==> config.mk <==
export PLATFORM = sky130hd
export DESIGN_NAME = fat_cluster_chain_engine_core
export DESIGN_NICKNAME = d
export VERILOG_FILES = /design/src/hw/rtl/fcce_pkg.sv /design/src/hw/rtl/fcce_ctrl.sv /design/src/hw/rtl/fcce_datapath.sv /design/src/hw/rtl/fat_cluster_chain_engine_core.sv
export SDC_FILE = /design/constraint.sdc
export NUM_CORES = 2
export LEC_CHECK = 0
export BUFFER_PORTS_ARGS = -buffer_cell sky130_fd_sc_hd__buf_2
export CAP_MARGIN = 20
export CORE_MARGIN = 3
export CORE_UTILIZATION = 55
export DETAILED_ROUTE_END_ITERATION = 8
export PLACE_DENSITY = 0.73
export SYNTH_ARGS = -nofsm -noshare
export SYNTH_HDL_FRONTEND = slang
export SYNTH_HIERARCHICAL = 1
export SYNTH_SLANG_ARGS = --single-unit
==> constraint.sdc <==
create_clock -name clk -period 9.75 [get_ports clk]
set_clock_uncertainty 0.05 [all_clocks]
set_input_delay 0 -clock clk [delete_from_list [all_inputs] [get_ports clk]]
set_output_delay 0 -clock clk [all_outputs]
set_load 0.01 [all_outputs]
==> src/hw/rtl/fcce_pkg.sv <==
// Shared types and constants for the block allocation table engine.
package fcce_pkg;

  localparam int NUM_BLOCKS_DEF  = 256;
  localparam int BLOCK_BYTES_DEF = 512;

  localparam int KIND_W  = 2;
  localparam int INDEX_W = 8;
  localparam int BYTES_W = 16;
  localparam int SKIP_W  = 8;
  localparam int CFG_W   = 9;
  localparam int STAT_W  = 2;
  localparam int TOUCH_W = 9;

  localparam logic [CFG_W-1:0] CFG_RESET = 9'd256;

  typedef enum logic [KIND_W-1:0] {
    OP_ALLOC  = 2'd0,
    OP_APPEND = 2'd1,
    OP_FREE   = 2'd2,
    OP_FOLLOW = 2'd3
  } op_t;

  localparam logic [1:0] ENT_FREE = 2'd0;
  localparam logic [1:0] ENT_END  = 2'd1;
  localparam logic [1:0] ENT_LINK = 2'd2;

  localparam logic [STAT_W-1:0] ST_OK   = 2'd0;
  localparam logic [STAT_W-1:0] ST_FULL = 2'd1;
  localparam logic [STAT_W-1:0] ST_EOC  = 2'd2;
  localparam logic [STAT_W-1:0] ST_BAD  = 2'd3;

  typedef struct packed {
    logic clear_step;
    logic load;
    logic start;
    logic scan_step;
    logic finish;
    logic walk_rd;
    logic walk_chk;
    logic report;
  } cmd_t;

  typedef struct packed {
    logic clear_last;
    logic is_alloc;
    logic start_reject;
    logic chk_scan;
    logic chk_more;
    logic scan_done;
    logic scan_empty;
    logic out_room;
  } sts_t;

endpackage

==> src/hw/rtl/fcce_ctrl.sv <==
// Control state machine of the allocation table engine.
module fcce_ctrl (
  input  logic            clk,
  input  logic            rst,
  input  logic            in_valid,
  output logic            in_ready,
  input  fcce_pkg::sts_t  sts,
  output fcce_pkg::cmd_t  cmd
);
  import fcce_pkg::*;

  typedef enum logic [7:0] {
    S_CLEAR    = 8'b0000_0001,
    S_IDLE     = 8'b0000_0010,
    S_START    = 8'b0000_0100,
    S_SCAN     = 8'b0000_1000,
    S_FINISH   = 8'b0001_0000,
    S_WALK_RD  = 8'b0010_0000,
    S_WALK_CHK = 8'b0100_0000,
    S_REPORT   = 8'b1000_0000
  } state_t;

  state_t state, state_next;

  always_ff @(posedge clk) begin
    if (rst) begin
      state <= S_CLEAR;
    end else begin
      state <= state_next;
    end
  end

  always_comb begin
    state_next = state;
    cmd        = '0;
    in_ready   = 1'b0;
    unique case (state)
      S_CLEAR: begin
        cmd.clear_step = 1'b1;
        if (sts.clear_last) state_next = S_IDLE;
      end
      S_IDLE: begin
        in_ready = 1'b1;
        if (in_valid) begin
          cmd.load   = 1'b1;
          state_next = S_START;
        end
      end
      S_START: begin
        cmd.start = 1'b1;
        if (sts.is_alloc)          state_next = S_SCAN;
        else if (sts.start_reject) state_next = S_REPORT;
        else                       state_next = S_WALK_RD;
      end
      S_WALK_RD: begin
        cmd.walk_rd = 1'b1;
        state_next  = S_WALK_CHK;
      end
      S_WALK_CHK: begin
        cmd.walk_chk = 1'b1;
        if (sts.chk_more)      state_next = S_WALK_RD;
        else if (sts.chk_scan) state_next = S_SCAN;
        else                   state_next = S_REPORT;
      end
      S_SCAN: begin
        cmd.scan_step = 1'b1;
        if (sts.scan_done)       state_next = S_FINISH;
        else if (sts.scan_empty) state_next = S_REPORT;
      end
      S_FINISH: begin
        cmd.finish = 1'b1;
        state_next = S_REPORT;
      end
      S_REPORT: begin
        if (sts.out_room) begin
          cmd.report = 1'b1;
          state_next = S_IDLE;
        end
      end
      default: state_next = S_CLEAR;
    endcase
  end

endmodule

==> src/hw/rtl/fcce_datapath.sv <==
// Datapath of the allocation table engine: table memory, walk and scan registers, result register.
module fcce_datapath #(
  parameter int NUM_BLOCKS  = fcce_pkg::NUM_BLOCKS_DEF,
  parameter int BLOCK_BYTES = fcce_pkg::BLOCK_BYTES_DEF
) (
  input  logic                           clk,
  input  logic                           rst,
  input  fcce_pkg::cmd_t                 cmd,
  output fcce_pkg::sts_t                 sts,
  input  logic [fcce_pkg::KIND_W-1:0]    in_kind,
  input  logic [fcce_pkg::INDEX_W-1:0]   in_block_index,
  input  logic [fcce_pkg::BYTES_W-1:0]   in_byte_count,
  input  logic [fcce_pkg::SKIP_W-1:0]    in_skip_count,
  input  logic                           cfg_valid,
  input  logic [fcce_pkg::CFG_W-1:0]     cfg_data,
  output logic                           out_valid,
  input  logic                           out_ready,
  output logic [fcce_pkg::INDEX_W-1:0]   out_block,
  output logic [fcce_pkg::STAT_W-1:0]    out_status,
  output logic [fcce_pkg::TOUCH_W-1:0]   out_touched
);
  import fcce_pkg::*;

  localparam int IDX_W  = $clog2(NUM_BLOCKS);
  localparam int CLOG_N = $clog2(NUM_BLOCKS + 1);
  localparam int CW     = (CLOG_N > CFG_W) ? CLOG_N : CFG_W;
  localparam int ACC_W  = $clog2((1 << BYTES_W) + BLOCK_BYTES);

  typedef struct packed {
    logic [1:0]       kind;
    logic [IDX_W-1:0] nxt;
  } entry_t;

  entry_t mem [NUM_BLOCKS];
  entry_t rd_data;
  logic             rd_en;
  logic [IDX_W-1:0] rd_addr;
  logic             we;
  logic [IDX_W-1:0] wa;
  entry_t           wd;

  logic [CFG_W-1:0]   cfg_reg;
  logic [IDX_W-1:0]   clr_ptr;
  op_t                kind;
  logic [INDEX_W-1:0] idx;
  logic [BYTES_W-1:0] bytes;
  logic [SKIP_W-1:0]  skips;
  logic [SKIP_W-1:0]  skip_n;
  logic [CW-1:0]      count;
  logic [CW-1:0]      touched;
  logic [ACC_W-1:0]   acc;
  logic [STAT_W-1:0]  status;
  logic [IDX_W-1:0]   blk;
  logic [IDX_W-1:0]   cur;
  logic [IDX_W-1:0]   cand;
  logic [CW-1:0]      scan_ptr;
  logic               pend;
  logic [IDX_W-1:0]   pend_addr;

  logic [CW-1:0]    cfg_cw;
  logic             idx_bad;
  logic             nx_bad;
  logic             walk_cont;
  logic             issue;
  logic             hit;
  logic             link_prev;
  logic [ACC_W-1:0] acc_new;

  // table memory
  always_ff @(posedge clk) begin
    if (we) mem[wa] <= wd;
  end

  always_ff @(posedge clk) begin
    if (rd_en) rd_data <= mem[rd_addr];
  end

  assign cfg_cw    = CW'(cfg_reg);
  assign idx_bad   = CW'(idx) >= count;
  assign nx_bad    = (rd_data.nxt == '0) || (CW'(rd_data.nxt) >= count);
  assign walk_cont = (rd_data.kind != ENT_FREE) && (rd_data.kind != ENT_END) && !nx_bad;
  assign issue     = scan_ptr < count;
  assign hit       = pend && (rd_data.kind == ENT_FREE);
  assign link_prev = (touched != '0) || (kind == OP_APPEND);
  assign acc_new   = acc + ACC_W'(BLOCK_BYTES);

  always_comb begin
    sts            = '0;
    sts.clear_last = clr_ptr == IDX_W'(NUM_BLOCKS - 1);
    sts.is_alloc   = kind == OP_ALLOC;
    case (kind)
      OP_APPEND: sts.start_reject = idx_bad;
      OP_FREE:   sts.start_reject = (idx == '0) || idx_bad;
      OP_FOLLOW: sts.start_reject = idx_bad;
      default:   sts.start_reject = 1'b0;
    endcase
    sts.chk_scan   = (kind == OP_APPEND) && (rd_data.kind == ENT_END);
    case (kind)
      OP_FREE:   sts.chk_more = walk_cont;
      OP_FOLLOW: sts.chk_more = walk_cont && (skip_n != skips);
      default:   sts.chk_more = 1'b0;
    endcase
    sts.scan_done  = hit && ((kind == OP_APPEND) || (acc_new >= ACC_W'(bytes)));
    sts.scan_empty = !pend && !issue;
    sts.out_room   = !out_valid || out_ready;
  end

  always_comb begin
    rd_en   = cmd.walk_rd || (cmd.scan_step && issue);
    rd_addr = cmd.walk_rd ? cand : IDX_W'(scan_ptr);
  end

  always_comb begin
    we = 1'b0;
    wa = '0;
    wd = '0;
    if (cmd.clear_step) begin
      we      = 1'b1;
      wa      = clr_ptr;
      wd.kind = (clr_ptr == '0) ? ENT_END : ENT_FREE;
    end else if (cmd.scan_step && hit && link_prev) begin
      we      = 1'b1;
      wa      = cur;
      wd.kind = ENT_LINK;
      wd.nxt  = pend_addr;
    end else if ((cmd.scan_step && sts.scan_empty && touched != '0) || cmd.finish) begin
      we      = 1'b1;
      wa      = cur;
      wd.kind = ENT_END;
    end else if (cmd.walk_chk && kind == OP_FREE && rd_data.kind != ENT_FREE) begin
      we      = 1'b1;
      wa      = cand;
      wd.kind = ENT_FREE;
    end
  end

  // control registers
  always_ff @(posedge clk) begin
    if (rst) begin
      cfg_reg   <= CFG_RESET;
      clr_ptr   <= '0;
      out_valid <= 1'b0;
    end else begin
      if (cfg_valid) cfg_reg <= cfg_data;
      if (cmd.clear_step) clr_ptr <= clr_ptr + IDX_W'(1);
      if (cmd.report) out_valid <= 1'b1;
      else if (out_ready) out_valid <= 1'b0;
    end
  end

  // operation registers
  always_ff @(posedge clk) begin
    if (cmd.load) begin
      kind     <= op_t'(in_kind);
      idx      <= in_block_index;
      bytes    <= in_byte_count;
      skips    <= in_skip_count;
      count    <= (cfg_cw < CW'(NUM_BLOCKS)) ? cfg_cw : CW'(NUM_BLOCKS);
      status   <= ST_OK;
      touched  <= '0;
      acc      <= '0;
      blk      <= '0;
      skip_n   <= '0;
      cur      <= IDX_W'(in_block_index);
      cand     <= IDX_W'(in_block_index);
      scan_ptr <= CW'(1);
      pend     <= 1'b0;
    end
    if (cmd.start && sts.start_reject) status <= ST_BAD;
    if (cmd.walk_chk) begin
      case (kind)
        OP_APPEND: begin
          if (rd_data.kind != ENT_END) status <= ST_BAD;
        end
        OP_FREE: begin
          if (rd_data.kind == ENT_FREE) begin
            status <= ST_BAD;
          end else begin
            touched <= touched + CW'(1);
            if (rd_data.kind != ENT_END && nx_bad) status <= ST_BAD;
            if (walk_cont) cand <= rd_data.nxt;
          end
        end
        OP_FOLLOW: begin
          if (rd_data.kind == ENT_FREE) begin
            status <= ST_BAD;
            blk    <= cur;
          end else begin
            cur <= cand;
            blk <= cand;
            if (skip_n != skips) begin
              if (rd_data.kind == ENT_END) begin
                status <= ST_EOC;
              end else if (nx_bad) begin
                status <= ST_BAD;
              end else begin
                cand   <= rd_data.nxt;
                skip_n <= skip_n + SKIP_W'(1);
              end
            end
          end
        end
        default: ;
      endcase
    end
    if (cmd.scan_step) begin
      pend      <= issue;
      pend_addr <= IDX_W'(scan_ptr);
      if (issue) scan_ptr <= scan_ptr + CW'(1);
      if (hit) begin
        if (touched == '0) blk <= pend_addr;
        cur     <= pend_addr;
        touched <= touched + CW'(1);
        acc     <= acc_new;
      end
      if (sts.scan_empty) status <= ST_FULL;
    end
    if (cmd.report) begin
      out_block   <= INDEX_W'(blk);
      out_status  <= status;
      out_touched <= touched[TOUCH_W-1:0];
    end
  end

endmodule

==> src/hw/rtl/fat_cluster_chain_engine_core.sv <==
// Top level of the block allocation table engine.
// Keeps a table with one entry per block (free, end of chain, or link to
// the next block) and runs one operation per transaction: allocate a chain
// by first-fit from block 1, append one block to a chain tail, free a chain,
// or follow a number of links. After reset the table is cleared before the
// first transaction is taken. With count the smaller of blocks_in_use and
// NUM_BLOCKS, the first-fit scan reads one entry per cycle, from block 1 up
// to count - 1; free and follow visit each entry with one memory read and
// one check. A full result register stalls the engine before the result is
// loaded. One operation is in flight at a time; the result register lets
// the next transaction enter while a result is still waiting.
// blocks_in_use may be written only while the engine is idle.
module fat_cluster_chain_engine_core #(
  parameter int NUM_BLOCKS  = fcce_pkg::NUM_BLOCKS_DEF,
  parameter int BLOCK_BYTES = fcce_pkg::BLOCK_BYTES_DEF
) (
  input  logic        clk,
  input  logic        rst,
  input  logic        s_axis_tvalid,
  output logic        s_axis_tready,
  input  logic [31:0] s_axis_tdata,   // block_index[7:0], byte_count[23:8], skip_count[31:24]
  input  logic [1:0]  s_axis_tuser,   // kind[1:0]
  output logic        m_axis_tvalid,
  input  logic        m_axis_tready,
  output logic [23:0] m_axis_tdata,   // block[7:0], status[9:8], blocks_touched[18:10], zero
  input  logic        cfg_valid,
  output logic        cfg_ready,
  input  logic [8:0]  cfg_data        // blocks_in_use
);
  import fcce_pkg::*;

  cmd_t cmd;
  sts_t sts;
  logic [INDEX_W-1:0] out_block;
  logic [STAT_W-1:0]  out_status;
  logic [TOUCH_W-1:0] out_touched;

  assign cfg_ready = 1'b1;

  fcce_ctrl u_ctrl (
    .clk      (clk),
    .rst      (rst),
    .in_valid (s_axis_tvalid),
    .in_ready (s_axis_tready),
    .sts      (sts),
    .cmd      (cmd)
  );

  fcce_datapath #(
    .NUM_BLOCKS  (NUM_BLOCKS),
    .BLOCK_BYTES (BLOCK_BYTES)
  ) u_datapath (
    .clk            (clk),
    .rst            (rst),
    .cmd            (cmd),
    .sts            (sts),
    .in_kind        (s_axis_tuser),
    .in_block_index (s_axis_tdata[7:0]),
    .in_byte_count  (s_axis_tdata[23:8]),
    .in_skip_count  (s_axis_tdata[31:24]),
    .cfg_valid      (cfg_valid),
    .cfg_data       (cfg_data),
    .out_valid      (m_axis_tvalid),
    .out_ready      (m_axis_tready),
    .out_block      (out_block),
    .out_status     (out_status),
    .out_touched    (out_touched)
  );

  assign m_axis_tdata = {5'd0, out_touched, out_status, out_block};

endmodule
==> results.md <==
- Status: finished with violations
- Failing checks: slew limit
- Slowest CP cell: a31oi_4
- Clk pwr share: 34.3%
- Fin. Hold Viols: 0
- Mapped Area: 108000 um^2
- Final Max Slew Viols: 93
- Crit end category: flip-flop
- DRC viols: 0
- Worst-margin pin slew: 1610 ps
- Sequential share of the synthesized area: 75.0%
- Root Driver: clkbuf_16
- Slowest cell delay on critical path: 780 ps
- Internal: 21.3 mW
- Period utilization: 67.3%
- Startpoint Class: flip-flop
- Clock Pin Slew Worst Setup and Hold Paths: 60 ps
- Synth Instances: 6483
- Setup_tns: 0 ps
- DPL Wire Length: 176 mm
- Clk_lat worst skew: 940 ps
- Die area: 203000 um^2
- Combinational Power Share: 20.8%
- Layout Nets: 6795
- Ordered list of cells on the worst path: nor4_4 > nand3_1 > inv_1 > and3_1 > buf_4 > inv_1 > a31oi_4 > o21ai_0 > a211oi_2 > nand3_2 > buf_4 > nor2_1
- CP arrival: 7030 ps
- RePlAce Congestion: 0.930
- Delay-heaviest family, CP: simple AND/OR/NAND/NOR gates
- Post-synth top cells: 2650 x edfxtp_1, 1026 x nand2_1, 390 x mux4_2, 344 x nor2_1, 300 x nand3_1
- Final wirelength: 298 mm
- Port Buf Inserts: 68
- Initial antenna violation count: 5
- Worst path required time: 10220 ps
- GR Overflow Total: 0
- GR Util All Layers: 29.2%
- Number of enable flip-flop cells after synthesis: 2650
- Antenna-violating nets left: 0
- Final setup margin: 3190 ps
- Iter 0 DRT Violations: 9828
- Largest net degree at the start of global routing: 201
- Sequential share of power: 44.9%
- Primary FF master, synth: edfxtp_1
- Buf/Inv on CP: 4
- Die X: 450 um
- Die height: 450 um
- Min-Delay Path Class: input port to flip-flop
- Fillcell total: 13400
- Via count of the first global-routing pass: 61700
- Final setup violation count: 0
- Core Area: 195000 um^2
- WL per Instance: 31.3 um
- Syn Area/Cell: 16.7 um^2
- First-pass GRT wire length: 431 mm
- Gates resized, CTS repair: 0
- Clk sink count: 2736
- Max_slew headroom: -7.50%
- Sw frac: 29.8%
- Distinct cells, synth: 101
- CTS Hold Bufs: 112
- Pwr Density: 250 nW/um^2
- Vias post-DR: 63200
- # IOs: 75
- Synth area leader: edfxtp_1
- Synth async-reset ratio: 0%
- Crit-path max FO: 30
- Drt pass-1 iters: 9
- Initial Util: 55.5%
- Max-capacitance violation count: 0
- Area delta synth->final: 11.9%
- Count leader, synth: edfxtp_1
- Post-synth top area share: 73.4%
- Cell row count: 162
- YS warnings: 6
- Postcts setup bufs: 0
- Avg Vias per Cell: 6.63
- RSZ-0062 raised after global routing: false
- Maximum vdd ir drop: 0.217 mV
- Leakage: 35.3 nW
- Flops & latches, synth: 2736
- Ratio of cells with drive above 1 in the final layout: 15.3%
- CTS tree: done
- Psw: 9.02 mW
- Clock Tree Buf Depth: 4
- Total CTS buffers: 285
- Ranking of synthesized cells by area: edfxtp_1 73%, mux4_2 8.1%, nand2_1 3.6%
- H-tree Lvls: 5
- Tmin final: 6560 ps
- Worst setup path class: flip-flop to flip-flop
- FMAX: 152 MHz
- Placement Setup Slack: 3390 ps
==> power groups by stage <==
stage,Clock (mW),Combinational (mW),Sequential [mW]
floorplan,0,4.04,13.8
global placement,0,5.96,13.8
detailed placement,0,6.05,13.8
CTS,10.5,6.13,13.6
global route,11.0,6.59,13.6
finish,10.4,6.30,13.6
==> worst reg2reg max path, delay by kind of cell, from the launching register on <==
family | cells | cell delay, ps
flip-flops | 1 | 380
AO/OA/AOI/OAI | 3 | 1660
AND/OR/NAND/NOR | 5 | 2350
buffers and inverters | 4 | 1740
==> layout make-up <==
cell class / count / area [um^2] / share of cell area, %
multi-input cells: 3318 / 25100 / 20.7
flip-flops and latches: 2736 / 81300 / 67.0
clock buffers: 358 / 7550 / 6.23
well taps: 2624 / 3280 / 2.71
repair buffers: 308 / 2690 / 2.21
inverters: 51 / 191 / 0.158
clock inverters: 129 / 1210 / 0.994
diodes: 6 / 15.0 / 0.0124
==> state kept, by name (all words and copies together), names as in the netlist <==
register / cells
u_ctrl/state: 8
u_datapath/acc: 17
u_datapath/blk: 8
u_datapath/bytes: 16
u_datapath/cand: 8
u_datapath/cfg_cw: 9
u_datapath/clr_ptr: 8
u_datapath/count: 9
u_datapath/cur: 8
u_datapath/idx: 8
u_datapath/kind: 2
u_datapath/mem: 2560
u_datapath/out_block: 8
u_datapath/out_status: 2
u_datapath/out_touched: 9
u_datapath/out_valid: 1
u_datapath/pend: 1
u_datapath/pend_addr: 8
u_datapath/rd_data: 10
u_datapath/scan_ptr: 9
u_datapath/skip_n: 8
u_datapath/skips: 8
u_datapath/status: 2
u_datapath/touched: 9
==> cells in the final DEF (no fill, tap or decap), types with 12 or more instances in the layout <==
master,netlist,layout
a2111oi_0,18,18
a211oi_1,14,14
a21oi_1,174,174
a221oi_1,13,13
a22o_1,13,12
a22oi_1,102,102
a31oi_1,120,120
a32oi_1,25,24
and3_1,44,36
buf_12,1,17
buf_2,160,68
buf_4,54,105
bufinv_16,0,22
clkbuf_1,100,66
clkbuf_16,0,292
clkinv_1,2,46
clkinv_2,0,49
dfxtp_1,86,86
dlygate4sd3_1,0,112
edfxtp_1,2650,2650
ha_1,47,47
inv_1,49,48
mux2i_1,119,115
mux4_1,14,14
mux4_2,390,390
nand2_1,1026,1024
nand2b_1,16,16
nand3_1,300,300
nand4_1,125,125
nor2_1,344,331
nor2b_1,21,21
nor3_1,43,40
nor4_1,25,25
o211ai_1,20,20
o21ai_0,81,81
o22ai_1,28,28
xnor2_1,15,15
==> path summary, 6_finish.rpt <==
| kind | slack [ps] | endpoint | startpoint | cells after the start |
|---|---|---|---|---|
| max | 3190 | u_datapath/mem[4][9] | u_ctrl/state[5] | 12 |
| min | 60 | u_ctrl/state[1] | s_axis_tvalid | 5 |
| max reg2reg | 3190 | u_datapath/mem[4][9] | u_ctrl/state[5] | 12 |
| min reg2reg | 390 | u_datapath/out_block[3] | u_datapath/blk[3] | 0 |
==> kinds of logic (layout without fill, tap and decap cells) <==
group | Yosys count | in the layout | share of synthesized area [%]
AOI/OAI and AO/OA | 701 | 701 | 4.32
buffers and inverters | 433 | 846 | 2.14
adders and majority gates | 47 | 47 | 0.542
DFF | 2736 | 2736 | 75.0
xor gates and xnor gates | 26 | 26 | 0.210
other | 2 | 12 | 0.00693
muxes | 534 | 534 | 9.67
and+or+nand+nor | 2004 | 2004 | 8.15
==> per-layer routing <==
metal / global-route usage, % / vias up / wire length (um)
li1: - / 25800 / -
met1: 40.2 / 31800 / 106000
met2: 43.7 / 4792 / 135000
met3: 8.40 / 792 / 41300
met4: 13.3 / 2 / 15800
met5: 0 / - / 13
==> metrics by stage <==
stage	total power, mW	hold WS (ps)	std cells	utilization [%]	cell area [um^2]
CTS	30.2	0.586	9519	62.1	121000
finish	30.3	61.5	9530	62.1	121000
global route	31.2	93.6	9524	62.1	121000
global placement	19.8	130	8917	57.0	111000
detailed placement	19.9	129	8920	57.0	111000
floorplan	17.9	22.8	6487	-	108000
Note: power is estimated with default switching activity, not from simulation.
